`src/rtl/core/b64e_pkg.sv`:
```
// Shared types, constants and character mapping for the Base64 stream encoder.
// Used by b64e_enc, b64e_ser and base64_stream_encoder; depends on nothing else.
`default_nettype none

package b64e_pkg;

	localparam int unsigned CHAR_W    = 7;
	localparam int unsigned BYTE_W    = 8;
	localparam int unsigned BURST_MAX = 8;
	localparam int unsigned BURST_CW  = $clog2(BURST_MAX + 1);

	localparam logic [CHAR_W-1:0] PAD_CHAR = 7'h3D;

	// Register map: word index decoded from paddr[2].
	localparam logic REG_SWAP_PAIRS = 1'b0;

	typedef struct packed {
		logic [BYTE_W-1:0] data_byte;
		logic              last_byte;
	} in_item_t;

	typedef struct packed {
		logic [CHAR_W-1:0] out_char;
		logic              last_char;
	} out_item_t;

	// Characters produced by one item, first character in entry 0.
	typedef struct packed {
		logic [BURST_MAX-1:0][CHAR_W-1:0] chars;
		logic [BURST_CW-1:0]              cnt;
		logic                             last;
	} burst_t;

	typedef struct packed {
		logic [1:0] group_count;
		logic       pair_phase;
	} enc_status_t;

	function automatic logic [CHAR_W-1:0] b64_char(input logic [5:0] idx);
		logic [CHAR_W-1:0] ch;
		case (idx) inside
			[6'd0:6'd25]:  ch = CHAR_W'(7'h41 + 7'(idx));
			[6'd26:6'd51]: ch = CHAR_W'(7'h61 + 7'(idx - 6'd26));
			[6'd52:6'd61]: ch = CHAR_W'(7'h30 + 7'(idx - 6'd52));
			6'd62:         ch = 7'h2B;
			default:       ch = 7'h2F;
		endcase
		return ch;
	endfunction

	// Splits three bytes into four characters; positions at or past nch are pads.
	function automatic logic [3:0][CHAR_W-1:0] enc_quad(
		input logic [BYTE_W-1:0] a,
		input logic [BYTE_W-1:0] b,
		input logic [BYTE_W-1:0] c,
		input logic [2:0]        nch
	);
		logic [3:0][5:0]        idx;
		logic [3:0][CHAR_W-1:0] q;
		idx[0] = a[7:2];
		idx[1] = {a[1:0], b[7:4]};
		idx[2] = {b[3:0], c[7:6]};
		idx[3] = c[5:0];
		for (int k = 0; k < 4; k++) begin
			q[k] = (3'(k) < nch) ? b64_char(idx[k]) : PAD_CHAR;
		end
		return q;
	endfunction

endpackage

`default_nettype wire

```
`src/rtl/core/b64e_enc.sv`:
```
// Group and pair state of the encoder, the per-item character burst logic
// and the burst register (_s1). Depends on b64e_pkg.
`default_nettype none

module b64e_enc (
	input  wire                    clk,
	input  wire                    arst_n,
	input  wire                    swap_pairs,
	input  wire                    src_valid,
	output logic                   src_stall,
	input  b64e_pkg::in_item_t     src_item,
	input  wire                    s2_free,
	output b64e_pkg::burst_t       burst_s1,
	output logic                   burst_valid_s1,
	output b64e_pkg::enc_status_t  status
);
	import b64e_pkg::*;

	logic [1:0]        group_count_q;
	logic              pair_phase_q;
	logic [BYTE_W-1:0] group0_q;
	logic [BYTE_W-1:0] group1_q;
	logic [BYTE_W-1:0] held_byte_q;

	logic              src_acc;
	logic [1:0]        gc_nxt;
	logic [BYTE_W-1:0] g0_nxt;
	logic [BYTE_W-1:0] g1_nxt;
	logic              pp_nxt;
	logic              hold_now;
	burst_t            burst_nxt;

	assign src_stall = burst_valid_s1 && !s2_free;
	assign src_acc   = src_valid && !src_stall;
	assign status    = '{group_count: group_count_q, pair_phase: pair_phase_q};

	always_comb begin
		logic [1:0][BYTE_W-1:0] push_b;
		logic [1:0]             n_push;
		logic [2:0]             ci;
		logic [3:0][CHAR_W-1:0] q;
		push_b    = {held_byte_q, src_item.data_byte};
		gc_nxt    = group_count_q;
		g0_nxt    = group0_q;
		g1_nxt    = group1_q;
		burst_nxt = '0;
		hold_now  = 1'b0;
		pp_nxt    = 1'b0;
		q         = '0;
		ci        = '0;
		if (pair_phase_q) begin
			n_push = 2'd2;
		end else if (swap_pairs && !src_item.last_byte) begin
			n_push   = 2'd0;
			hold_now = 1'b1;
			pp_nxt   = 1'b1;
		end else begin
			n_push = 2'd1;
		end

		// At most two bytes enter the group per item: the new one, then a held one.
		for (int p = 0; p < 2; p++) begin
			if (2'(p) < n_push) begin
				if (gc_nxt == 2'd2) begin
					q  = enc_quad(g0_nxt, g1_nxt, push_b[p], 3'd4);
					ci = burst_nxt.cnt[2:0];
					for (int k = 0; k < 4; k++) begin
						burst_nxt.chars[ci + 3'(k)] = q[k];
					end
					burst_nxt.cnt = burst_nxt.cnt + BURST_CW'(4);
					gc_nxt = 2'd0;
				end else if (gc_nxt == 2'd0) begin
					g0_nxt = push_b[p];
					gc_nxt = 2'd1;
				end else begin
					g1_nxt = push_b[p];
					gc_nxt = 2'd2;
				end
			end
		end

		if (src_item.last_byte) begin
			if (gc_nxt != 2'd0) begin
				q  = enc_quad(g0_nxt, (gc_nxt == 2'd2) ? g1_nxt : '0, '0,
					(gc_nxt == 2'd2) ? 3'd3 : 3'd2);
				ci = burst_nxt.cnt[2:0];
				for (int k = 0; k < 4; k++) begin
					burst_nxt.chars[ci + 3'(k)] = q[k];
				end
				burst_nxt.cnt = burst_nxt.cnt + BURST_CW'(4);
			end
			gc_nxt = 2'd0;
			pp_nxt = 1'b0;
		end
		burst_nxt.last = src_item.last_byte;
	end

	always_ff @(posedge clk or negedge arst_n) begin
		if (!arst_n) begin
			group_count_q  <= '0;
			pair_phase_q   <= 1'b0;
			burst_valid_s1 <= 1'b0;
		end else begin
			if (src_acc && burst_nxt.cnt != '0) begin
				burst_valid_s1 <= 1'b1;
			end else if (s2_free) begin
				burst_valid_s1 <= 1'b0;
			end
			if (src_acc) begin
				group_count_q <= gc_nxt;
				pair_phase_q  <= pp_nxt;
			end
		end
	end

	always_ff @(posedge clk) begin
		if (src_acc) begin
			group0_q <= g0_nxt;
			group1_q <= g1_nxt;
			if (hold_now) begin
				held_byte_q <= src_item.data_byte;
			end
			if (burst_nxt.cnt != '0) begin
				burst_s1 <= burst_nxt;
			end
		end
	end

endmodule

`default_nettype wire

```
`src/rtl/core/b64e_ser.sv`:
```
// Output stage (_s2): takes one character burst and shifts it out one
// character per accepted result item. Depends on b64e_pkg.
`default_nettype none

module b64e_ser (
	input  wire                 clk,
	input  wire                 arst_n,
	input  b64e_pkg::burst_t    burst_s1,
	input  wire                 burst_valid_s1,
	output logic                s2_free,
	output logic                dst_valid,
	input  wire                 dst_stall,
	output b64e_pkg::out_item_t dst_item
);
	import b64e_pkg::*;

	logic [BURST_MAX-1:0][CHAR_W-1:0] chars_s2;
	logic [BURST_CW-1:0]              cnt_s2;
	logic                             last_s2;
	logic                             dst_acc;

	assign dst_valid          = (cnt_s2 != '0);
	assign dst_acc            = dst_valid && !dst_stall;
	assign s2_free            = !dst_valid || (dst_acc && cnt_s2 == BURST_CW'(1));
	assign dst_item.out_char  = chars_s2[0];
	assign dst_item.last_char = last_s2 && (cnt_s2 == BURST_CW'(1));

	always_ff @(posedge clk or negedge arst_n) begin
		if (!arst_n) begin
			cnt_s2 <= '0;
		end else if (s2_free && burst_valid_s1) begin
			cnt_s2 <= burst_s1.cnt;
		end else if (dst_acc) begin
			cnt_s2 <= cnt_s2 - BURST_CW'(1);
		end
	end

	always_ff @(posedge clk) begin
		if (s2_free && burst_valid_s1) begin
			chars_s2 <= burst_s1.chars;
			last_s2  <= burst_s1.last;
		end else if (dst_acc) begin
			chars_s2 <= chars_s2 >> CHAR_W;
		end
	end

endmodule

`default_nettype wire

```
`src/rtl/core/base64_stream_encoder.sv`:
```
// Top level of the Base64 stream encoder: APB register, encoder and output stage.
// Depends on b64e_pkg, b64e_enc and b64e_ser.
`default_nettype none

// The encoder takes one message byte per item on the src channel and streams
// standard Base64 characters (the 64-character alphabet plus '=' padding) on the
// dst channel, one character per item. Every three bytes yield four characters;
// an item with last_byte set flushes a partial group as two or three characters
// followed by '=' pads, and last_char marks the final character of the message.
// With swap_pairs set (register 0, bit 0, at byte address 0) each adjacent byte
// pair is exchanged before grouping; a final byte that arrives with no pair open
// is encoded as it is. Change swap_pairs only between messages while the block
// is idle. Each burst passes the burst register (_s1) and output stage (_s2)
// before its first character shows on dst. The encoder can take a byte and the
// output stage send one character every cycle, each unless stalled, so a long
// message sustains four characters per three bytes, a pace set by the output
// stage. One full burst of up to eight characters waits in the burst register
// while the output stage drains the one before; src stalls only while that
// register is full and the output stage has not yet taken its last character.
module base64_stream_encoder (
	input  wire                 clk,
	input  wire                 arst_n,
	// APB configuration port
	input  wire                 psel,
	input  wire                 penable,
	input  wire                 pwrite,
	input  wire  [2:0]          paddr,
	input  wire  [31:0]         pwdata,
	output logic [31:0]         prdata,
	output logic                pready,
	// Input bytes
	input  wire                 src_valid,
	output logic                src_stall,
	input  b64e_pkg::in_item_t  src_item,
	// Output characters
	output logic                dst_valid,
	input  wire                 dst_stall,
	output b64e_pkg::out_item_t dst_item
);
	import b64e_pkg::*;

	logic        swap_pairs_q;
	logic        s2_free;
	burst_t      burst_s1;
	logic        burst_valid_s1;
	enc_status_t enc_status;

	// Configuration register. Only word 0 exists; other words read as zero.
	assign pready = 1'b1;
	assign prdata = (paddr[2] == REG_SWAP_PAIRS) ? {31'd0, swap_pairs_q} : '0;

	always_ff @(posedge clk or negedge arst_n) begin
		if (!arst_n) begin
			swap_pairs_q <= 1'b0;
		end else if (psel && penable && pwrite && pready && paddr[2] == REG_SWAP_PAIRS) begin
			swap_pairs_q <= pwdata[0];
		end
	end

	// Group and pair state; computes each item's burst in a single pass.
	b64e_enc u_enc (
		.clk            (clk),
		.arst_n         (arst_n),
		.swap_pairs     (swap_pairs_q),
		.src_valid      (src_valid),
		.src_stall      (src_stall),
		.src_item       (src_item),
		.s2_free        (s2_free),
		.burst_s1       (burst_s1),
		.burst_valid_s1 (burst_valid_s1),
		.status         (enc_status)
	);

	// Serializes bursts into single characters.
	b64e_ser u_ser (
		.clk            (clk),
		.arst_n         (arst_n),
		.burst_s1       (burst_s1),
		.burst_valid_s1 (burst_valid_s1),
		.s2_free        (s2_free),
		.dst_valid      (dst_valid),
		.dst_stall      (dst_stall),
		.dst_item       (dst_item)
	);

	// Every burst holds whole groups of four characters, one or two of them.
	assert property (@(posedge clk) disable iff (!arst_n)
		burst_valid_s1 |-> (burst_s1.cnt == BURST_CW'(4) || burst_s1.cnt == BURST_CW'(8)))
		else $error("burst length is not four or eight characters");

	// A final byte always leaves the group empty and no pair open.
	assert property (@(posedge clk) disable iff (!arst_n)
		(src_valid && !src_stall && src_item.last_byte)
		|=> (enc_status.group_count == 2'd0 && !enc_status.pair_phase))
		else $error("state not cleared after final byte");

	// The open group never holds three bytes.
	assert property (@(posedge clk) disable iff (!arst_n)
		enc_status.group_count != 2'd3)
		else $error("group count out of range");

	// A waiting burst keeps the input stalled until the output stage frees up.
	assert property (@(posedge clk) disable iff (!arst_n)
		(burst_valid_s1 && !s2_free) |-> (src_stall && dst_valid))
		else $error("input taken while burst register is occupied");

endmodule

`default_nettype wire
```
`config.mk`:
```
export PLATFORM = sky130hd
export DESIGN_NAME = base64_stream_encoder
export DESIGN_NICKNAME = d
export VERILOG_FILES = /design/src/rtl/core/b64e_pkg.sv /design/src/rtl/core/b64e_enc.sv /design/src/rtl/core/b64e_ser.sv /design/src/rtl/core/base64_stream_encoder.sv
export SDC_FILE = /design/constraint.sdc
export NUM_CORES = 1
export LEC_CHECK = 0
export BUFFER_PORTS_ARGS = -buffer_cell sky130_fd_sc_hd__buf_2
export CAP_MARGIN = 10
export CORE_MARGIN = 1.5
export CORE_UTILIZATION = 35
export DETAILED_ROUTE_END_ITERATION = 7
export PLACE_DENSITY = 0.54
export SYNTH_ARGS = -nofsm -noshare
export SYNTH_HDL_FRONTEND = slang
export SYNTH_SLANG_ARGS = --single-unit
```
`constraint.sdc`:
```
create_clock -name clk -period 10.8 [get_ports clk]
set_input_delay 1.62 -clock clk [delete_from_list [all_inputs] [get_ports clk]]
set_output_delay 1.62 -clock clk [all_outputs]
set_load 0.005 [all_outputs]
```
== Yosys cells after proc, flatten, opt, wreduce, memory -nomap -nowiden ==
Index checks and enable logic that the tools add are counted.

* $add $sub $neg: 64
* Magnitude comparators: 88
* Eq/ne operators: 14
* Mux-type cells: 126
* Bitwise operators: 1
* Reductions and logical operators: 67

{| class="wikitable"
|+ Operator list
! cell !! number
|-
| bitwise mux 56 bit || 8
|-
| two-way mux 7 bit || 61
|-
| two-way mux 60 bit || 4
|-
| demux 7 bit (select 3 bit) || 8
|-
| <= comparator 6 bit (second input constant) || 22
|-
| two-way mux 56 bit || 2
|-
| two-way mux 8 bit || 13
|-
| adder 6 x 7 -> 7 bit (first input constant) || 11
|-
| adder 7 x 6 -> 7 bit (first input constant) || 11
|-
| adder 7 bit (first input constant) || 11
|-
| subtractor 6 x 5 -> 7 bit (second input constant) || 11
|-
| subtractor 6 x 6 -> 7 bit (second input constant) || 11
|-
| >= comparator 6 x 1 -> 1 bit (second input constant) || 11
|-
| >= comparator 6 x 5 -> 1 bit (second input constant) || 11
|-
| >= comparator 6 bit (second input constant) || 11
|-
| <= comparator 6 x 5 -> 1 bit (second input constant) || 11
|-
| two-way mux 32 bit || 2
|-
| equality test 6 bit (second input constant) || 10
|-
| logical AND 1 bit || 52
|-
| less-than comparator 3 x 4 -> 1 bit (second input constant) || 8
|-
| two-way mux 3 bit || 10
|-
| >= comparator 3 x 1 -> 1 bit (second input constant) || 8
|-
| two-way mux 2 bit || 8
|-
| adder 3 x 2 -> 3 bit (second input constant) || 4
|-
| 17 further kinds || 41
|}

* Flip-flop bits (word level): 151
* Output and inout port bits: 43
* Logic and storage cells: 387

== Longest topological paths before layout ==
* Word-level depth: 32
* Gate-level depth with buffers: 18
* Mapped depth without buffers: 15

== By module ==
A second synthesis with hierarchy kept.

* Cell total of the unflattened synthesis: 1224
* Area, all modules: 11654.9 µm²

{| class="wikitable"
|+ Modules (own cells, without submodules)
! module !! instances !! cells each !! area an instance (µm²) !! seq. area each (µm²)
|-
| b64e_enc || 1 || 1026 || 8446.9 || 2592.5
|-
| b64e_ser || 1 || 160 || 2906.5 || 1811.7
|-
| base64_stream_encoder || 1 || 38 || 301.5 || 25.0
|}

== Least setup slack after synthesis ==
Ideal clock, no wire load.

* Kind: input-to-reg
* From: input port src_item[0] (netlist name)
* To: register, netlist name u_enc.burst_s1[0]
* Library setup time: 0.476 ns
* Arrival time: 6.364 ns
* Data required time: 10.324 ns
* Setup slack: 3.960 ns
* Stages on the path: 14
* Path through: or3b_1 > buf_6 > buf_6 > buf_2 > nand2_1 > inv_1 > clkbuf_1 > clkbuf_1 > ha_1 > nand3_1 > inv_1 > xnor2_1 > nor2_1 > nor2_1

{| class="wikitable"
|+ RTL lines
! item !! RTL line !! text
|-
| from (decl) || base64_stream_encoder.sv:34 || <nowiki>input b64e_pkg::in_item_t src_item,</nowiki>
|}

==> results.env <==
OUTCOME='completed'
LAYOUT_COMMON_CELLS='sky130_fd_sc_hd__nand2_1, sky130_fd_sc_hd__edfxtp_1, sky130_fd_sc_hd__nor2_1, sky130_fd_sc_hd__a21oi_1, sky130_fd_sc_hd__ha_1'
CRITICAL_PATH.SLOWEST_CELL='sky130_fd_sc_hd__a21oi_1'
GRT_START_MAX_NET_PINS=57
DIEWIDTH_UM=184
H_TREE_LEVEL_COUNT=4
NUM_ROWS=66
TIMING.CLOCK.SKEW_PS=20.3
LAYOUT_MIN_CYCLE_TIME_PS=6090
BUFFER_PORTS.INSERTED=28
GROUTE.USAGE.OVERALL=0.196
WORSTHOLDSTART='u_enc.burst_s1[0]'
FINAL_MIN_PERIOD_OVER_CLOCK_PERIOD=0.564
DRTPASS1ITERATIONS=6
WORSTPATHARRIVAL_PS=6250
FIN_CELLS=1775
TRITONCTS.NUM_BUFFERS=17
POST_SYNTH_MAIN_AREA_CONTRIBUTORS='sky130_fd_sc_hd__edfxtp_1, sky130_fd_sc_hd__ha_1, sky130_fd_sc_hd__nand2_1'
FINAL-SETUP-VIOL-COUNT=0
FLOORPLAN.CORE_AREA_UM2=32400
SYNTH-ASYNC-RESET-RATIO=0.0604
N_ANTENNA_CELL=0
POWER_PER_CELL_AREA_nW_PER_UM2=293
LAYOUT_COMMONEST_CELL='sky130_fd_sc_hd__nand2_1'
DP.FINAL_HPWL_UM=23800
YOSYSTOPAREACELLSHARE=0.366
WORST_EP_REQUIRED_TIME_PS=10950
NUMBER_OF_ANTENNA_VIOLATIONS_AT_THE_FIRST_CHECK_IN_GLOBAL_ROUTING=0
CATEGORY_OF_CELLS_ACCOUNTING_FOR_THE_LARGEST_SHARE_OF_CRITICAL_PATH_DELAY='compound AO/OA/AOI/OAI gates'
CTSROOTBUFFERMASTER='sky130_fd_sc_hd__clkbuf_16'
CRITICALPATHCATEGORY='input pin to flop'
FINAL-HOLD-VIOLATION-COUNT=0
TIMING.FINAL.MAX_SLEW_VIOLATIONS=0
FLOORPLAN.IO_PINS=94
CRIT_CHAIN='buf_2 > or3b_1 > buf_4 > nand2_1 > a21oi_1 > a21oi_1 > nand2_1 > inv_1 > ha_1 > a21oi_1 > o21ai_0 > a31oi_1 > a41o_1 > o31ai_1 > a311o_1 > a2bb2oi_1 > a32oi_1'
SYN_AREA_UM2=11500
FINAL_NETS=1451
POST_CTS_RESIZED=0
DRT_ITER0_MARKERS=771
YOSYS_REGISTER_BITS=149
SYN-INSTANCE-COUNT=1340
POWER.LEAKAGE_nW=4.96
AREA.GROWTH.SYNTH_TO_FINAL_PCT=8.22
PATH_DEPTH=17
POST-PLACE-CELLS=1743
SETUP_REPAIR_BUFS_AFTER_CTS=0
TNS_PS=0
SLEW-LIMIT-HEADROOM=0.234
CLOCK_INSERTION_DELAY_WORST_SKEW_PS=440
VIAS_POST_DR=9786
SYN-MEAN-INSTANCE-AREA_UM2=8.57
VDD_IR_DROP_MAX_V=0.000130
GRT_SETUP_UNREPAIRED='false'
WHS_ENDPOINT='u_ser.last_s2'
YOSYSSEQAREASHARE=0.386
REG2REG_SETUP_SLACK_PS=5290
WORST-SLEW-PIN-TRANSITION_PS=1140
DIE_Y_EXTENT_UM=184
TRITONCTS='built'
FIN_UTIL=0.384
CRIT_BUF_INV=3
TIMING.CRITICAL_PATH.TO_TYPE='flop'
TOTAL_OF_WARNINGS_RAISED_BY_YOSYS=0
GRT_PASS1_WL_UM=51100
STARTING_UTILIZATION_OF_THE_CORE_AREA=0.355
TRITONCTS_NUM_SINKS=149
MAX_FREQ_GHz=0.164
FINAL_ANTENNA_NET_COUNT=0
GRT_PASS1_VIAS=8881
FRACTION_OF_FINAL_LAYOUT_CELLS_WITH_DRIVE_STRENGTH_GREATER_THAN_1=0.0765
CRIT_PATH_FREQUENT_CELL='sky130_fd_sc_hd__a21oi_1'
DRCVIOLATIONCOUNT=0
HOLD_PATH.CLASS='flop to flop'
NUMBER_OF_BUFFERS_INSERTED_FOR_HOLD_REPAIR_AFTER_CLOCK_TREE_SYNTHESIS=0
DIE-AREA_UM2=33900
PATH_MAX_FANOUT=23
POWER.TOTAL_mW=3.64
WHS_PS=430
SYNTHDISTINCTLIBCELLS=92
SYNTH_EDF_COUNT=140
SYNTH-MAIN-FF-CELL='sky130_fd_sc_hd__edfxtp_1'
START_KIND='input pin'
CP_SLOWEST_STAGE_DELAY_PS=620
MAX-CAP-VIOLATIONS=0
CLK_PATH_BUF_DEPTH=2
GLOBALPLACE.CONGESTION=0.926
DRT-WIRELENGTH-PER-CELL_UM=18.6
AVGVIACOUNTPERCELL=5.51
GRT.OVERFLOW.TOTAL=0
CLOCK_PIN_SLEW_OF_THE_REGISTERS_ON_THE_WORST_CASE_SETUP_AND_HOLD_PATHS_PS=60
SYNTH_LARGEST_AREA_CELL='sky130_fd_sc_hd__edfxtp_1'
CRIT-REG2REG-LAUNCH='u_enc.pair_phase_q'
FINALWIRELENGTH_UM=32900
R2R.WORST_PATH.CELLS=16
HOLD_DEPTH=0
CRITICAL_PATH.REG2REG.ENDPOINT='u_enc.burst_s1[14]'
[layout make-up]
class | count | area [um2]
repair buffers | 40 | 230
multi-input cells | 1038 | 6320
fillers | 3360 | 19900
flip-flops and latches | 149 | 4430
clock inverters | 15 | 188
well taps | 442 | 553
clock buffers | 17 | 425
inverters | 74 | 278
[logic make-up after synthesis]
family                   Yosys count  synth area share
AO/OA/AOI/OAI                    368             0.215
XOR/XNOR                          29            0.0221
adder cells (fa/ha/maj)           80            0.0872
buffers and inverters            185            0.0752
flip-flops                       149             0.386
multiplexers                       6           0.00534
other                              2          0.000654
AND/OR/NAND/NOR                  521             0.208
[registers in the layout, indices dropped and copies added, names as in the netlist, 2 cells and up]
register and count:
u_enc.group_count_q 2, u_enc.group1_q 8, u_ser.cnt_s2 4, u_ser.dst_item 7, u_ser.chars_s2 49, u_enc.group0_q 8
u_enc.burst_s1 59, u_enc.held_byte_q 8
[layer usage]
metal | vias up | track usage | part of all wire
li1 | 4749 | - | -
met1 | 4659 | 0.288 | 0.49
met2 | 326 | 0.297 | 0.44
met3 | 52 | 0.0215 | 0.051
met4 | 0 | 0.0666 | 0.025
met5 | - | 0 | 0
[stage by stage]
step                      area (um2)  worst slack, ps
after CTS                      12400             4850
final                          12400             4710
after detailed placement       11800             4430
after floorplan                11600             3960
after global placement         11800             4440
after global routing           12400             4400
[synth_stat cells, types with 15 or more instances]
library cell and count:
sky130_fd_sc_hd__nand2_1 248, sky130_fd_sc_hd__edfxtp_1 140, sky130_fd_sc_hd__nor2_1 95, sky130_fd_sc_hd__a21oi_1 89
sky130_fd_sc_hd__ha_1 80, sky130_fd_sc_hd__inv_1 71, sky130_fd_sc_hd__o21ai_0 71, sky130_fd_sc_hd__clkbuf_1 59
sky130_fd_sc_hd__buf_4 39, sky130_fd_sc_hd__a31oi_1 35, sky130_fd_sc_hd__nor3_1 33, sky130_fd_sc_hd__nand3_1 31
sky130_fd_sc_hd__xnor2_1 22, sky130_fd_sc_hd__o211ai_1 17, sky130_fd_sc_hd__nor2b_1 15
[power breakdown]
group / switching, mW / internal (mW)
combinational: 1.34 / 0.643
sequential: 0.131 / 0.911
clock: 0.287 / 0.334
total: 1.75 / 1.89
[worst max path at each step]
stage,to,startpoint
3_3_place_gp,u_enc.burst_s1[14],src_item[0]
2_1_floorplan,u_enc.burst_s1[0],src_item[0]
5_1_grt,u_enc.burst_s1[14],src_item[0]
3_5_place_dp,u_enc.burst_s1[14],src_item[0]
6_report,u_enc.burst_s1[14],src_item[0]
4_1_cts,u_enc.burst_s1[14],src_item[0]
[worst register-to-register path: cells and delay by family, from the launching register on]
| kind | cells | cell delay (ps) |
|---|---|---|
| buffers and inverters | 2 | 380 |
| flip-flops | 1 | 780 |
| AO/OA/AOI/OAI | 10 | 3130 |
| AND/OR/NAND/NOR | 3 | 670 |
| adder cells (fa/ha/maj) | 1 | 270 |
Note: power is estimated with default switching activity, not from simulation.
